`src/tvkt_pkg.sv`:
```
// ----------------------------------------------------------------------------
// Two-value key table package
// Shared types, codes and defaults for the key table core and its parts.
// ----------------------------------------------------------------------------
package tvkt_pkg;

   localparam int DEPTH_DEFAULT = 16;

   localparam int CSR_ADDR_W = 3;
   localparam int CSR_DATA_W = 32;
   localparam int CAP_W      = 5;
   localparam logic [CAP_W-1:0] CAP_RESET = 5'd16;

   typedef enum logic {
      FUNC_ADD    = 1'b0,
      FUNC_REMOVE = 1'b1
   } func_type;

   typedef enum logic {
      REG_CAPACITY = 1'b0,
      REG_NULL     = 1'b1
   } csr_reg_type;

   typedef enum logic [2:0] {
      ST_IDLE,
      ST_SCAN,
      ST_FETCH,
      ST_REREAD,
      ST_COMMIT,
      ST_RESPOND
   } state_type;

   typedef struct packed {
      logic               func;
      logic signed [31:0] key;
      logic signed [31:0] value;
   } req_type;

   typedef struct packed {
      logic               accepted;
      logic        [1:0]  found_count;
      logic signed [31:0] first_value;
      logic signed [31:0] second_value;
   } rsp_type;

   typedef struct packed {
      logic signed [31:0] key;
      logic signed [31:0] value;
   } entry_type;

endpackage

```
`src/tvkt_store.sv`:
```
// ----------------------------------------------------------------------------
// Key table entry store
// Single-port-read, single-port-write memory of key/value entries with a
// registered read.
// ----------------------------------------------------------------------------
module tvkt_store import tvkt_pkg::*; #(
   parameter int DEPTH  = DEPTH_DEFAULT,
   parameter int ADDR_W = (DEPTH > 1) ? $clog2(DEPTH) : 1
) (
   input  logic              clock,
   input  logic [ADDR_W-1:0] rd_addr,
   output entry_type         rd_entry,
   input  logic              wr_en,
   input  logic [ADDR_W-1:0] wr_addr,
   input  entry_type         wr_entry
);

   entry_type mem [DEPTH];
   entry_type rd_entry_ff;

   always_ff @(posedge clock) begin
      if (wr_en) begin
         mem[wr_addr] <= wr_entry;
      end
      rd_entry_ff <= mem[rd_addr];
   end

   assign rd_entry = rd_entry_ff;

endmodule

```
`src/tvkt_seq.sv`:
```
// ----------------------------------------------------------------------------
// Key table sequencer
// Walks the stored entries one per cycle, save while a remove refills a slot,
// with a shared key comparator, moves the last entry into a freed slot,
// appends on add, and holds the result in an output register.
// ----------------------------------------------------------------------------
module tvkt_seq import tvkt_pkg::*; #(
   parameter int DEPTH  = DEPTH_DEFAULT,
   parameter int ADDR_W = (DEPTH > 1) ? $clog2(DEPTH) : 1
) (
   input  logic               clock,
   input  logic               reset,
   input  logic               req_valid,
   output logic               req_ready,
   input  req_type            req_data,
   output logic               rsp_valid,
   input  logic               rsp_ready,
   output rsp_type            rsp_data,
   input  logic [CAP_W-1:0]   capacity,
   input  logic signed [31:0] null_value,
   output logic [ADDR_W-1:0]  rd_addr,
   input  entry_type          rd_entry,
   output logic               wr_en,
   output logic [ADDR_W-1:0]  wr_addr,
   output entry_type          wr_entry
);

   localparam int CNT_W = $clog2(DEPTH + 1);
   localparam int CMP_W = (CNT_W > CAP_W) ? CNT_W : CAP_W;

   state_type          state_ff, state_in;
   logic               func_ff, func_in;
   logic signed [31:0] key_ff, key_in;
   logic signed [31:0] value_ff, value_in;
   logic [ADDR_W-1:0]  idx_ff, idx_in;
   logic [1:0]         hits_ff, hits_in;
   logic signed [31:0] first_ff, first_in;
   logic signed [31:0] second_ff, second_in;
   logic [CNT_W-1:0]   count_ff, count_in;
   logic               accepted_ff, accepted_in;
   logic               rsp_valid_ff, rsp_valid_in;
   rsp_type            rsp_data_ff, rsp_data_in;

   logic [ADDR_W-1:0]  last_addr;
   logic [CNT_W-1:0]   idx_next;
   logic               key_match;
   logic               room;

   always_ff @(posedge clock) begin
      if (reset) begin
         state_ff     <= ST_IDLE;
         count_ff     <= '0;
         rsp_valid_ff <= 1'b0;
      end else begin
         state_ff     <= state_in;
         count_ff     <= count_in;
         rsp_valid_ff <= rsp_valid_in;
      end
   end

   always_ff @(posedge clock) begin
      func_ff     <= func_in;
      key_ff      <= key_in;
      value_ff    <= value_in;
      idx_ff      <= idx_in;
      hits_ff     <= hits_in;
      first_ff    <= first_in;
      second_ff   <= second_in;
      accepted_ff <= accepted_in;
      rsp_data_ff <= rsp_data_in;
   end

   assign last_addr = ADDR_W'(count_ff - 1'b1);
   assign idx_next  = CNT_W'(idx_ff) + 1'b1;
   assign key_match = (rd_entry.key == key_ff);
   assign room      = (CMP_W'(count_ff) < CMP_W'(capacity)) &&
                      (count_ff < CNT_W'(DEPTH));

   always_comb begin
      state_in     = state_ff;
      func_in      = func_ff;
      key_in       = key_ff;
      value_in     = value_ff;
      idx_in       = idx_ff;
      hits_in      = hits_ff;
      first_in     = first_ff;
      second_in    = second_ff;
      count_in     = count_ff;
      accepted_in  = accepted_ff;
      rsp_data_in  = rsp_data_ff;
      rsp_valid_in = rsp_valid_ff && !rsp_ready;
      req_ready    = 1'b0;
      rd_addr      = idx_ff;
      wr_en        = 1'b0;
      wr_addr      = idx_ff;
      wr_entry     = rd_entry;

      case (state_ff)
         ST_IDLE: begin
            req_ready = 1'b1;
            rd_addr   = '0;
            if (req_valid) begin
               func_in  = req_data.func;
               key_in   = req_data.key;
               value_in = req_data.value;
               idx_in   = '0;
               hits_in  = '0;
               state_in = (count_ff == '0) ? ST_COMMIT : ST_SCAN;
            end
         end
         ST_SCAN: begin
            if (key_match && (func_ff == FUNC_REMOVE)) begin
               if (hits_ff == 2'd0) begin
                  first_in = rd_entry.value;
               end else begin
                  second_in = rd_entry.value;
               end
               hits_in  = hits_ff + 2'd1;
               rd_addr  = last_addr;
               state_in = ST_FETCH;
            end else if (key_match && (hits_ff == 2'd1)) begin
               hits_in  = 2'd2;
               state_in = ST_COMMIT;
            end else begin
               hits_in = hits_ff + {1'b0, key_match};
               if (idx_next == count_ff) begin
                  state_in = ST_COMMIT;
               end else begin
                  idx_in  = ADDR_W'(idx_next);
                  rd_addr = ADDR_W'(idx_next);
               end
            end
         end
         ST_FETCH: begin
            wr_en    = 1'b1;
            count_in = count_ff - 1'b1;
            if ((hits_ff == 2'd2) || (CNT_W'(idx_ff) >= count_ff - 1'b1)) begin
               state_in = ST_COMMIT;
            end else begin
               state_in = ST_REREAD;
            end
         end
         ST_REREAD: begin
            state_in = ST_SCAN;
         end
         ST_COMMIT: begin
            if (func_ff == FUNC_ADD) begin
               if ((hits_ff != 2'd2) && room) begin
                  wr_en          = 1'b1;
                  wr_addr        = ADDR_W'(count_ff);
                  wr_entry.key   = key_ff;
                  wr_entry.value = value_ff;
                  count_in       = count_ff + 1'b1;
                  accepted_in    = 1'b1;
               end else begin
                  accepted_in = 1'b0;
               end
            end else begin
               accepted_in = (hits_ff != 2'd0);
            end
            state_in = ST_RESPOND;
         end
         ST_RESPOND: begin
            if (!rsp_valid_ff || rsp_ready) begin
               rsp_data_in.accepted     = accepted_ff;
               rsp_data_in.found_count  = (func_ff == FUNC_REMOVE) ? hits_ff : 2'd0;
               rsp_data_in.first_value  = ((func_ff == FUNC_REMOVE) && (hits_ff != 2'd0))
                                          ? first_ff : null_value;
               rsp_data_in.second_value = ((func_ff == FUNC_REMOVE) && (hits_ff == 2'd2))
                                          ? second_ff : null_value;
               rsp_valid_in = 1'b1;
               state_in     = ST_IDLE;
            end
         end
         default: begin
            state_in = ST_IDLE;
         end
      endcase
   end

   assign rsp_valid = rsp_valid_ff;
   assign rsp_data  = rsp_data_ff;

endmodule

```
`src/two_value_key_table_core.sv`:
```
// ----------------------------------------------------------------------------
// Two-value key table core
// Compact table of key/value pairs holding at most two values per key, with
// add and remove-key operations and a register port for capacity and the
// null value.
//
//   Channel   Ports                      Transfer when
//   request   req_valid/ready/data       req_valid and req_ready high
//   response  rsp_valid/ready/data       rsp_valid and rsp_ready high
//   config    psel/penable/pwrite/...    psel, penable, pwrite, pready high
//
// One item at a time. The comparator reads one stored entry per cycle from
// the entry memory, except while a remove moves the last entry into a freed
// slot and rereads that slot. The response waits in an output register, so
// the next request is taken while it is pending.
// Synchronous reset empties the table; no clearing pass is needed.
// ----------------------------------------------------------------------------
module two_value_key_table_core import tvkt_pkg::*; #(
   parameter int DEPTH = DEPTH_DEFAULT
) (
   input  logic                  clock,
   input  logic                  reset,
   input  logic                  req_valid,
   output logic                  req_ready,
   input  req_type               req_data,
   output logic                  rsp_valid,
   input  logic                  rsp_ready,
   output rsp_type               rsp_data,
   input  logic                  psel,
   input  logic                  penable,
   input  logic                  pwrite,
   input  logic [CSR_ADDR_W-1:0] paddr,
   input  logic [CSR_DATA_W-1:0] pwdata,
   output logic [CSR_DATA_W-1:0] prdata,
   output logic                  pready
);

   localparam int ADDR_W = (DEPTH > 1) ? $clog2(DEPTH) : 1;

   logic [CAP_W-1:0]   capacity_ff, capacity_in;
   logic signed [31:0] null_ff, null_in;
   logic               csr_write;
   csr_reg_type        csr_index;

   logic [ADDR_W-1:0]  rd_addr;
   entry_type          rd_entry;
   logic               wr_en;
   logic [ADDR_W-1:0]  wr_addr;
   entry_type          wr_entry;

   assign pready    = 1'b1;
   assign csr_write = psel && penable && pwrite;
   assign csr_index = csr_reg_type'(paddr[2]);

   always_ff @(posedge clock) begin
      if (reset) begin
         capacity_ff <= CAP_RESET;
         null_ff     <= '0;
      end else begin
         capacity_ff <= capacity_in;
         null_ff     <= null_in;
      end
   end

   always_comb begin
      capacity_in = capacity_ff;
      null_in     = null_ff;
      prdata      = '0;
      case (csr_index)
         REG_CAPACITY: begin
            prdata = CSR_DATA_W'(capacity_ff);
            if (csr_write) begin
               capacity_in = pwdata[CAP_W-1:0];
            end
         end
         REG_NULL: begin
            prdata = null_ff;
            if (csr_write) begin
               null_in = pwdata;
            end
         end
         default: begin
            prdata = '0;
         end
      endcase
   end

   tvkt_store #(
      .DEPTH  (DEPTH),
      .ADDR_W (ADDR_W)
   ) u_store (
      .clock    (clock),
      .rd_addr  (rd_addr),
      .rd_entry (rd_entry),
      .wr_en    (wr_en),
      .wr_addr  (wr_addr),
      .wr_entry (wr_entry)
   );

   tvkt_seq #(
      .DEPTH  (DEPTH),
      .ADDR_W (ADDR_W)
   ) u_seq (
      .clock      (clock),
      .reset      (reset),
      .req_valid  (req_valid),
      .req_ready  (req_ready),
      .req_data   (req_data),
      .rsp_valid  (rsp_valid),
      .rsp_ready  (rsp_ready),
      .rsp_data   (rsp_data),
      .capacity   (capacity_ff),
      .null_value (null_ff),
      .rd_addr    (rd_addr),
      .rd_entry   (rd_entry),
      .wr_en      (wr_en),
      .wr_addr    (wr_addr),
      .wr_entry   (wr_entry)
   );

endmodule

```
`config.mk`:
```
export PLATFORM = sky130hd
export DESIGN_NAME = two_value_key_table_core
export DESIGN_NICKNAME = d
export VERILOG_FILES = /design/src/tvkt_pkg.sv /design/src/tvkt_store.sv /design/src/tvkt_seq.sv /design/src/two_value_key_table_core.sv
export SDC_FILE = /design/constraint.sdc
export NUM_CORES = 2
export LEC_CHECK = 0
export BUFFER_PORTS_ARGS = -buffer_cell sky130_fd_sc_hd__buf_2
export CAP_MARGIN = 20
export CORE_MARGIN = 4
export CORE_UTILIZATION = 45
export CTS_BUF_LIST = sky130_fd_sc_hd__clkbuf_4
export DETAILED_ROUTE_END_ITERATION = 10
export HOLD_SLACK_MARGIN = 0.15
export SYNTH_ARGS = -nofsm -noshare
export SYNTH_HDL_FRONTEND = slang
export SYNTH_SLANG_ARGS = --single-unit
```
`constraint.sdc`:
```
create_clock -name clock -period 8.9 [get_ports clock]
set_input_delay 1.78 -clock clock [delete_from_list [all_inputs] [get_ports clock]]
set_output_delay 1.78 -clock clock [all_outputs]
set_load 0.03 [all_outputs]
```
== After elaboration in Yosys (flattened, before gate mapping) ==
Memory sizes are Yosys's and may differ from the RTL's. A register that Yosys moved wholly into a read port is not among the register bits.
Cells that the tools add are included.

* Memories kept: 1
* Logic and storage cells: 113
* Output and inout bits: 102
* Input bits: 107
* Bits in writable memories: 1024
* Register bits: 249

* Bitwise gates (word level): 2
* Reductions and logical operators: 29
* Equality and inequality tests: 16
* Magnitude comparators: 3
* Mux-type cells: 40
* $add $sub $neg: 5

{| class="wikitable"
|+ Memory list
! memory !! depth !! bits a word !! rd ports !! clocked after Yosys merged registers in !! write ports !! line !! source
|-
| u_store.mem || 16 || 64 || 1 || 1 || 1 || tvkt_store.sv:18 || <nowiki>entry_type mem [DEPTH];</nowiki>
|}

{| class="wikitable"
|+ Operators by type and width
! operator !! count
|-
| two-way mux 64 bit || 3
|-
| two-way mux 32 bit || 2
|-
| one-hot mux 32 bit (2 select lines) || 1
|-
| equality test 32 bit || 1
|-
| two-way mux 4 bit || 8
|-
| two-way mux 3 bit || 7
|-
| one-hot mux 3 bit (6 select lines) || 1
|-
| one-hot mux 4 bit (2 select lines) || 2
|-
| AND reduction 3 bit || 5
|-
| two-way mux 5 bit || 2
|-
| one-hot mux 5 bit (2 select lines) || 1
|-
| AND reduction 2 bit || 5
|-
| logical AND 1 bit || 9
|-
| two-way mux 1 bit || 8
|-
| != test 2 bit (second input constant) || 4
|-
| equality test 3 x 2 -> 1 bit (second input constant) || 2
|-
| equality test 3 bit (second input constant) || 2
|-
| two-way mux 2 bit || 3
|-
| nonzero test 2 bit || 3
|-
| adder 4 x 1 -> 5 bit (second input constant) || 1
|-
| adder 5 x 1 -> 5 bit (second input constant) || 1
|-
| equality test 5 bit || 1
|-
| >= comparator 4 x 5 -> 1 bit || 1
|-
| zero test 5 bit || 1
|-
| other kinds (17) || 21
|}

== Logic depth before layout (Yosys ltp) ==
* Word-level depth: 8
* Depth in mapped cells: 14
* Depth with buffers taken out: 11

== Modules after synthesis ==
Synthesis repeated with hierarchy kept, for this count alone.

* Cell total of the unflattened synthesis: 2427
* Area, all modules: 50877.5 um2

{| class="wikitable"
|+ By module, submodules not included
! module !! sequential area each (um2) !! area an instance (um2) !! instances !! cells each
|-
| tvkt_store || 32030.7 || 39583.0 || 1 || 1647
|-
| tvkt_seq || 6276.0 || 9386.5 || 1 || 586
|-
| two_value_key_table_core || 740.7 || 1908.1 || 1 || 194
|}

== Worst setup path before layout ==
No wires, ideal clock.

* Path kind: register to register
* From: reg u_seq.count_ff[1]
* To: mem u_store.mem[0][0] in the netlist's numbering (enable)
* Stages on the path, launching flop included: 10
* Setup time: 0.487 ns
* Path buffers: 1
* Required time: 8.413 ns
* Arrival: 4.700 ns
* Clock period less this slack: 5.187 ns
* Setup slack: 3.713 ns
* Path through: dfxtp_1 -> ha_1 -> a21o_1 -> a21o_1 -> a21oi_1 -> o2111ai_1 -> a21oi_1 -> clkbuf_1 -> o21ai_0 -> nor2_1

* Longest elaborated chain between the ends: 8
* Elaborated cells between the ends (all ways): 12
* Classes of those cells: order compare: 2; mux: 8; reduce/logical: 2

{| class="wikitable"
|+ Ends and longest elaborated chain
! what !! line !! source
|-
| from (decl) || tvkt_seq.sv:39 || <nowiki>logic [CNT_W-1:0] count_ff, count_in;</nowiki>
|-
| from (signal assigned) || tvkt_seq.sv:56 || <nowiki>count_ff <= count_in;</nowiki>
|-
| < comparator 5 bit (on tied branches) || tvkt_seq.sv:76, tvkt_seq.sv:77 ||
|-
| logical AND 1 bit || tvkt_seq.sv:76 || <nowiki>assign room = (CMP_W'(count_ff) < CMP_W'(capacity)) &&</nowiki>
|-
| logical AND 1 bit || tvkt_seq.sv:148 || <nowiki>if ((hits_ff != 2'd2) && room) begin</nowiki>
|-
| two-way mux 1 bit || tvkt_seq.sv:148 ||
|-
| two-way mux 1 bit || tvkt_seq.sv:147 || <nowiki>if (func_ff == FUNC_ADD) begin</nowiki>
|-
| one-hot mux 1 bit (2 select lines) || tvkt_seq.sv:98 || <nowiki>case (state_ff)</nowiki>
|-
| two-way mux 1 bit || tvkt_store.sv:22 || <nowiki>if (wr_en) begin</nowiki>
|-
| two-way mux 1 bit (implied by the code) || tvkt_store.sv:23 || <nowiki>mem[wr_addr] <= wr_entry;</nowiki>
|-
| to (decl) || tvkt_store.sv:18 ||
|}

Parallel ways exist; a longest one is shown, timed or not.

== Worst setup path in the final report ==
* From: reg u_seq.key_ff[15]
* To: reg u_store.rd_entry[10] (netlist name)

* Longest elaborated chain between the ends: 5
* Elaborated cells between the ends (all ways): 6
* Classes of those cells: eq/ne: 1; mux: 3; reduce/logical: 2

{| class="wikitable"
|+ Ends and longest elaborated chain
! what !! line !! source
|-
| from (decl) || tvkt_seq.sv:33 || <nowiki>logic signed [31:0] key_ff, key_in;</nowiki>
|-
| from (signal assigned) || tvkt_seq.sv:63 || <nowiki>key_ff <= key_in;</nowiki>
|-
| equality test 32 bit * || tvkt_seq.sv:75 || <nowiki>assign key_match = (rd_entry.key == key_ff);</nowiki>
|-
| logical AND 1 bit || tvkt_seq.sv:121 || <nowiki>end else if (key_match && (hits_ff == 2'd1)) begin</nowiki>
|-
| two-way mux 4 bit || -- ||
|-
| two-way mux 4 bit * || tvkt_seq.sv:112 || <nowiki>if (key_match && (func_ff == FUNC_REMOVE)) begin</nowiki>
|-
| one-hot mux 4 bit (2 select lines) * || tvkt_seq.sv:98 ||
|}

Every way passes the cells marked *; elsewhere a longest branch is shown, timed or not.
A chain may end at the register's enable or synchronous reset.

==> metrics <==
largest net degree at the start of global routing 158; setup_tns 0 ns; share of cells above drive strength 1 26.2%; clock network power share 27.5%; antenna violations before repair 8; Syn Inst Count 3,317; final-report max-slew violation count 0; first-pass GRT wire length 190,000 um; syn_area_per_cell 15.6 um^2; Setup Buffers After CTS 0; grt total ovfl 0; Final Hold Viols 0; final setup margin 3.69 ns; # IOs 209; final core occ 51.8%; Detail Route met2 WL 61,500 um; Net Sw Frac 33.6%; slowest stage cell, crit path buf_4; Critical Path End Type flop; DR iter-0 viols 2,677; TritonCTS clock tree done; Final #Nets 3,828; number of synthesized flops with an enable pin 1,227; DRT Pass-1 Iters 7; CTS resizes 0; row count 123; Req. time, crit path 9.90 ns; Reg clk slew, reported paths 0.06 ns; Net Switching 6.35 mW; PD cells 323 mW/mm^2; hold_buf cts 0; Via density 5.61; Longest Clk Path Bufs 4; placer congestion estimate 0.769; Die X 347 um; leakage power 19.4 nW; clock root cell clkbuf_4; Max Freq 0.192 GHz; largest cells by area after synthesis edfxtp_1 71%, a221oi_1 4.4%, dfxtp_1 4.3%; fin crit share 58.6%; CP Cell Sequence xor2_1, nor4_2, and4_1, a31oi_4, and2_4, o311ai_2, nand2b_4, buf_4, a221oi_1, or4_1; Least-Margin Pin Slew 1.10 ns; post-route ant nets 0; post-synth net total 3,439; Fillers 9,468; Initial Util 45.6%; CP max stage delay 0.75 ns; Post-synth top flop edfxtp_1; H-Tree Depth 5; dpl ws 3.65 ns; Num CTS Buffers 355; internal power 12.6 mW; Yosys top cell area share 71.4%; clk_lat worst skew 1.18 ns; final WL 129,000 um; Top Metal Used met5; metal1 wirelength 55,900 um; RSZ-0062 raised after global routing false; Layout area overhead 13.6%; Setup Viol. Count Final 0; Arr. time, crit path 6.22 ns; Setup CP Type flop to flop; outcome complete, no violations; Die ar. 0.120 mm^2; drt wl/cell 23.5 um; Core Box Area 0.113 mm^2; Total GRT Usage 20.8%; Crit Path Max Fanout 40; maximum vdd ir drop 0.000326 V; Reg power frac 45.2%; Post-DP Area 0.0542 mm^2; Worst Skew 0.149 ns; flops & latches, synth 1,337; MaxCap Viol Count 0; drt drc 0; Critical Path Start Type flop; Tmin final 5.21 ns; WL met3 9360 um; register area share after synthesis 75.7%; Worst Hold Class flop to flop; Async SR Flop Fraction 0%; synthesized area 0.0516 mm^2; Finished Cell Area 0.0586 mm^2; DR vias 30.7k; Slew headroom 26.8%; CTS sink count 1,337; Die Height 347 um; placed wire-length estimate 63,900 um; vias in the first global route 29.8k; synth unique cells 63; Gate power share 27.3%; PortBufs 205; Yosys top cell by area edfxtp_1; Synth Warn # 0
## sequential cells by signal, summed over array words and instances (netlist names)
register	cells
u_seq.accepted_ff	1
u_seq.count_ff	5
u_store.rd_entry	64
u_seq.rsp_data	67
u_seq.hits_ff	2
u_seq.value_ff	32
u_seq.func_ff	1
u_seq.rsp_valid	1
u_seq.state_ff	3
u_seq.first_ff	32
null_ff	32
u_seq.idx_ff	4
u_seq.key_ff	32
u_seq.second_ff	32
u_store.mem	1024
capacity_ff	5
## placed cells by master (no fill, tap or decap), drive strengths merged, types with 2 or more instances in the layout
cell type / count
diode: 10
nor2: 53
nand2b: 6
and2: 30
and3: 7
nor2b: 2
nor3b: 2
mux2i: 134
and4: 4
edfxtp: 1227
xor2: 36
mux2: 130
clkinvlp: 4
or2: 2
a21o: 5
xnor2: 12
or4: 64
nand4: 6
a211o: 2
a221oi: 257
nor3: 7
nor4: 9
clkinv: 64
buf: 259
inv: 22
o2111ai: 2
o211ai: 2
o311ai: 3
ha: 15
nand3: 5
a22oi: 4
bufinv: 3
o21a: 2
a21oi: 426
o21ai: 18
nand2: 471
dfxtp: 110
clkbuf: 533
a31oi: 5
## routing by layer
metal | up-vias | track usage (%)
met5 | - | 0
met4 | 2 | 6.10
met3 | 167 | 4.56
met2 | 1215 | 32.9
met1 | 15404 | 29.1
li1 | 13895 | -
## cells in the mapped netlist, types with 4 or more instances
library cell  number
mux2_2           130
a21oi_2           41
o21ai_0           18
nand3_1            5
mux2i_1          134
clkbuf_1         119
a21o_1             5
dfxtp_1          110
inv_1             18
a21oi_1          385
ha_1              15
and2_1            29
a22oi_1            4
xor2_1            36
nor4_2             6
edfxtp_1        1227
xnor2_1           12
nand4_1            4
buf_6             13
a221oi_1         257
or4_1             64
nor3_1             6
and4_1             4
nor2_1            52
nand2_1          471
buf_1             19
buf_2             69
buf_4              7
and3_1             6
a31oi_1            4
nand2b_1           6
## logic make-up after synthesis
group	Yosys count	share of synthesized area, %
flops	1337	75.7
compound gates	735	9.56
simple gates	671	5.95
mux	264	5.44
buf+inv	245	2.19
xor+xnor	48	0.815
fa+ha+maj	16	0.383
other cells	1	0.00727
## path summary, 6_finish.rpt
path | start | endpoint | slack [ns] | cells past startpoint
max | u_seq.key_ff[15] | u_store.rd_entry[10] | 3.69 | 10
min | u_seq.accepted_ff | u_seq.rsp_data[66] | 0.42 | 0
max reg2reg | u_seq.key_ff[15] | u_store.rd_entry[10] | 3.69 | 10
min reg2reg | u_seq.accepted_ff | u_seq.rsp_data[66] | 0.42 | 0
## power by group through the flow
stage | sequential [mW] | clock, mW | combinational [mW]
2_1_floorplan | 8.58 | 0 | 3.66
3_3_place_gp | 8.67 | 0 | 5.10
3_5_place_dp | 8.68 | 0 | 5.17
4_1_cts | 8.55 | 5.36 | 5.19
5_1_grt | 8.59 | 5.69 | 5.65
6_report | 8.55 | 5.21 | 5.18
## critical path: cells and delay by family, from the launching register on
kind	cells	cell delay [ns]
AOI/OAI and AO/OA	3	0.98
xor gates and xnor gates	1	0.21
buffers and inverters	1	0.75
DFF	1	0.44
and+or+nand+nor	5	2.63
## metrics by stage
step	instances	power, mW	hold slack (ns)
2_1_floorplan	3317	12.2	0.400
3_3_place_gp	4847	13.8	0.404
3_5_place_dp	4848	13.8	0.409
4_1_cts	5456	19.1	0.424
5_1_grt	5465	19.9	0.429
6_report	5467	18.9	0.417
## layout make-up
| type | instances | area [um^2] | area share (%) |
|---|---|---|---|
| antenna | 10 | 25.0 | 0.0427 |
| clock buffer | 533 | 4000 | 6.82 |
| clock inverter | 75 | 398 | 0.679 |
| inverter | 18 | 70.1 | 0.119 |
| multi-input combinational | 1735 | 11600 | 19.8 |
| sequential | 1337 | 39000 | 66.6 |
| tap | 1500 | 1880 | 3.20 |
| timing repair buffer | 259 | 1580 | 2.70 |
No activity file was read; power rests on OpenSTA's default activity.
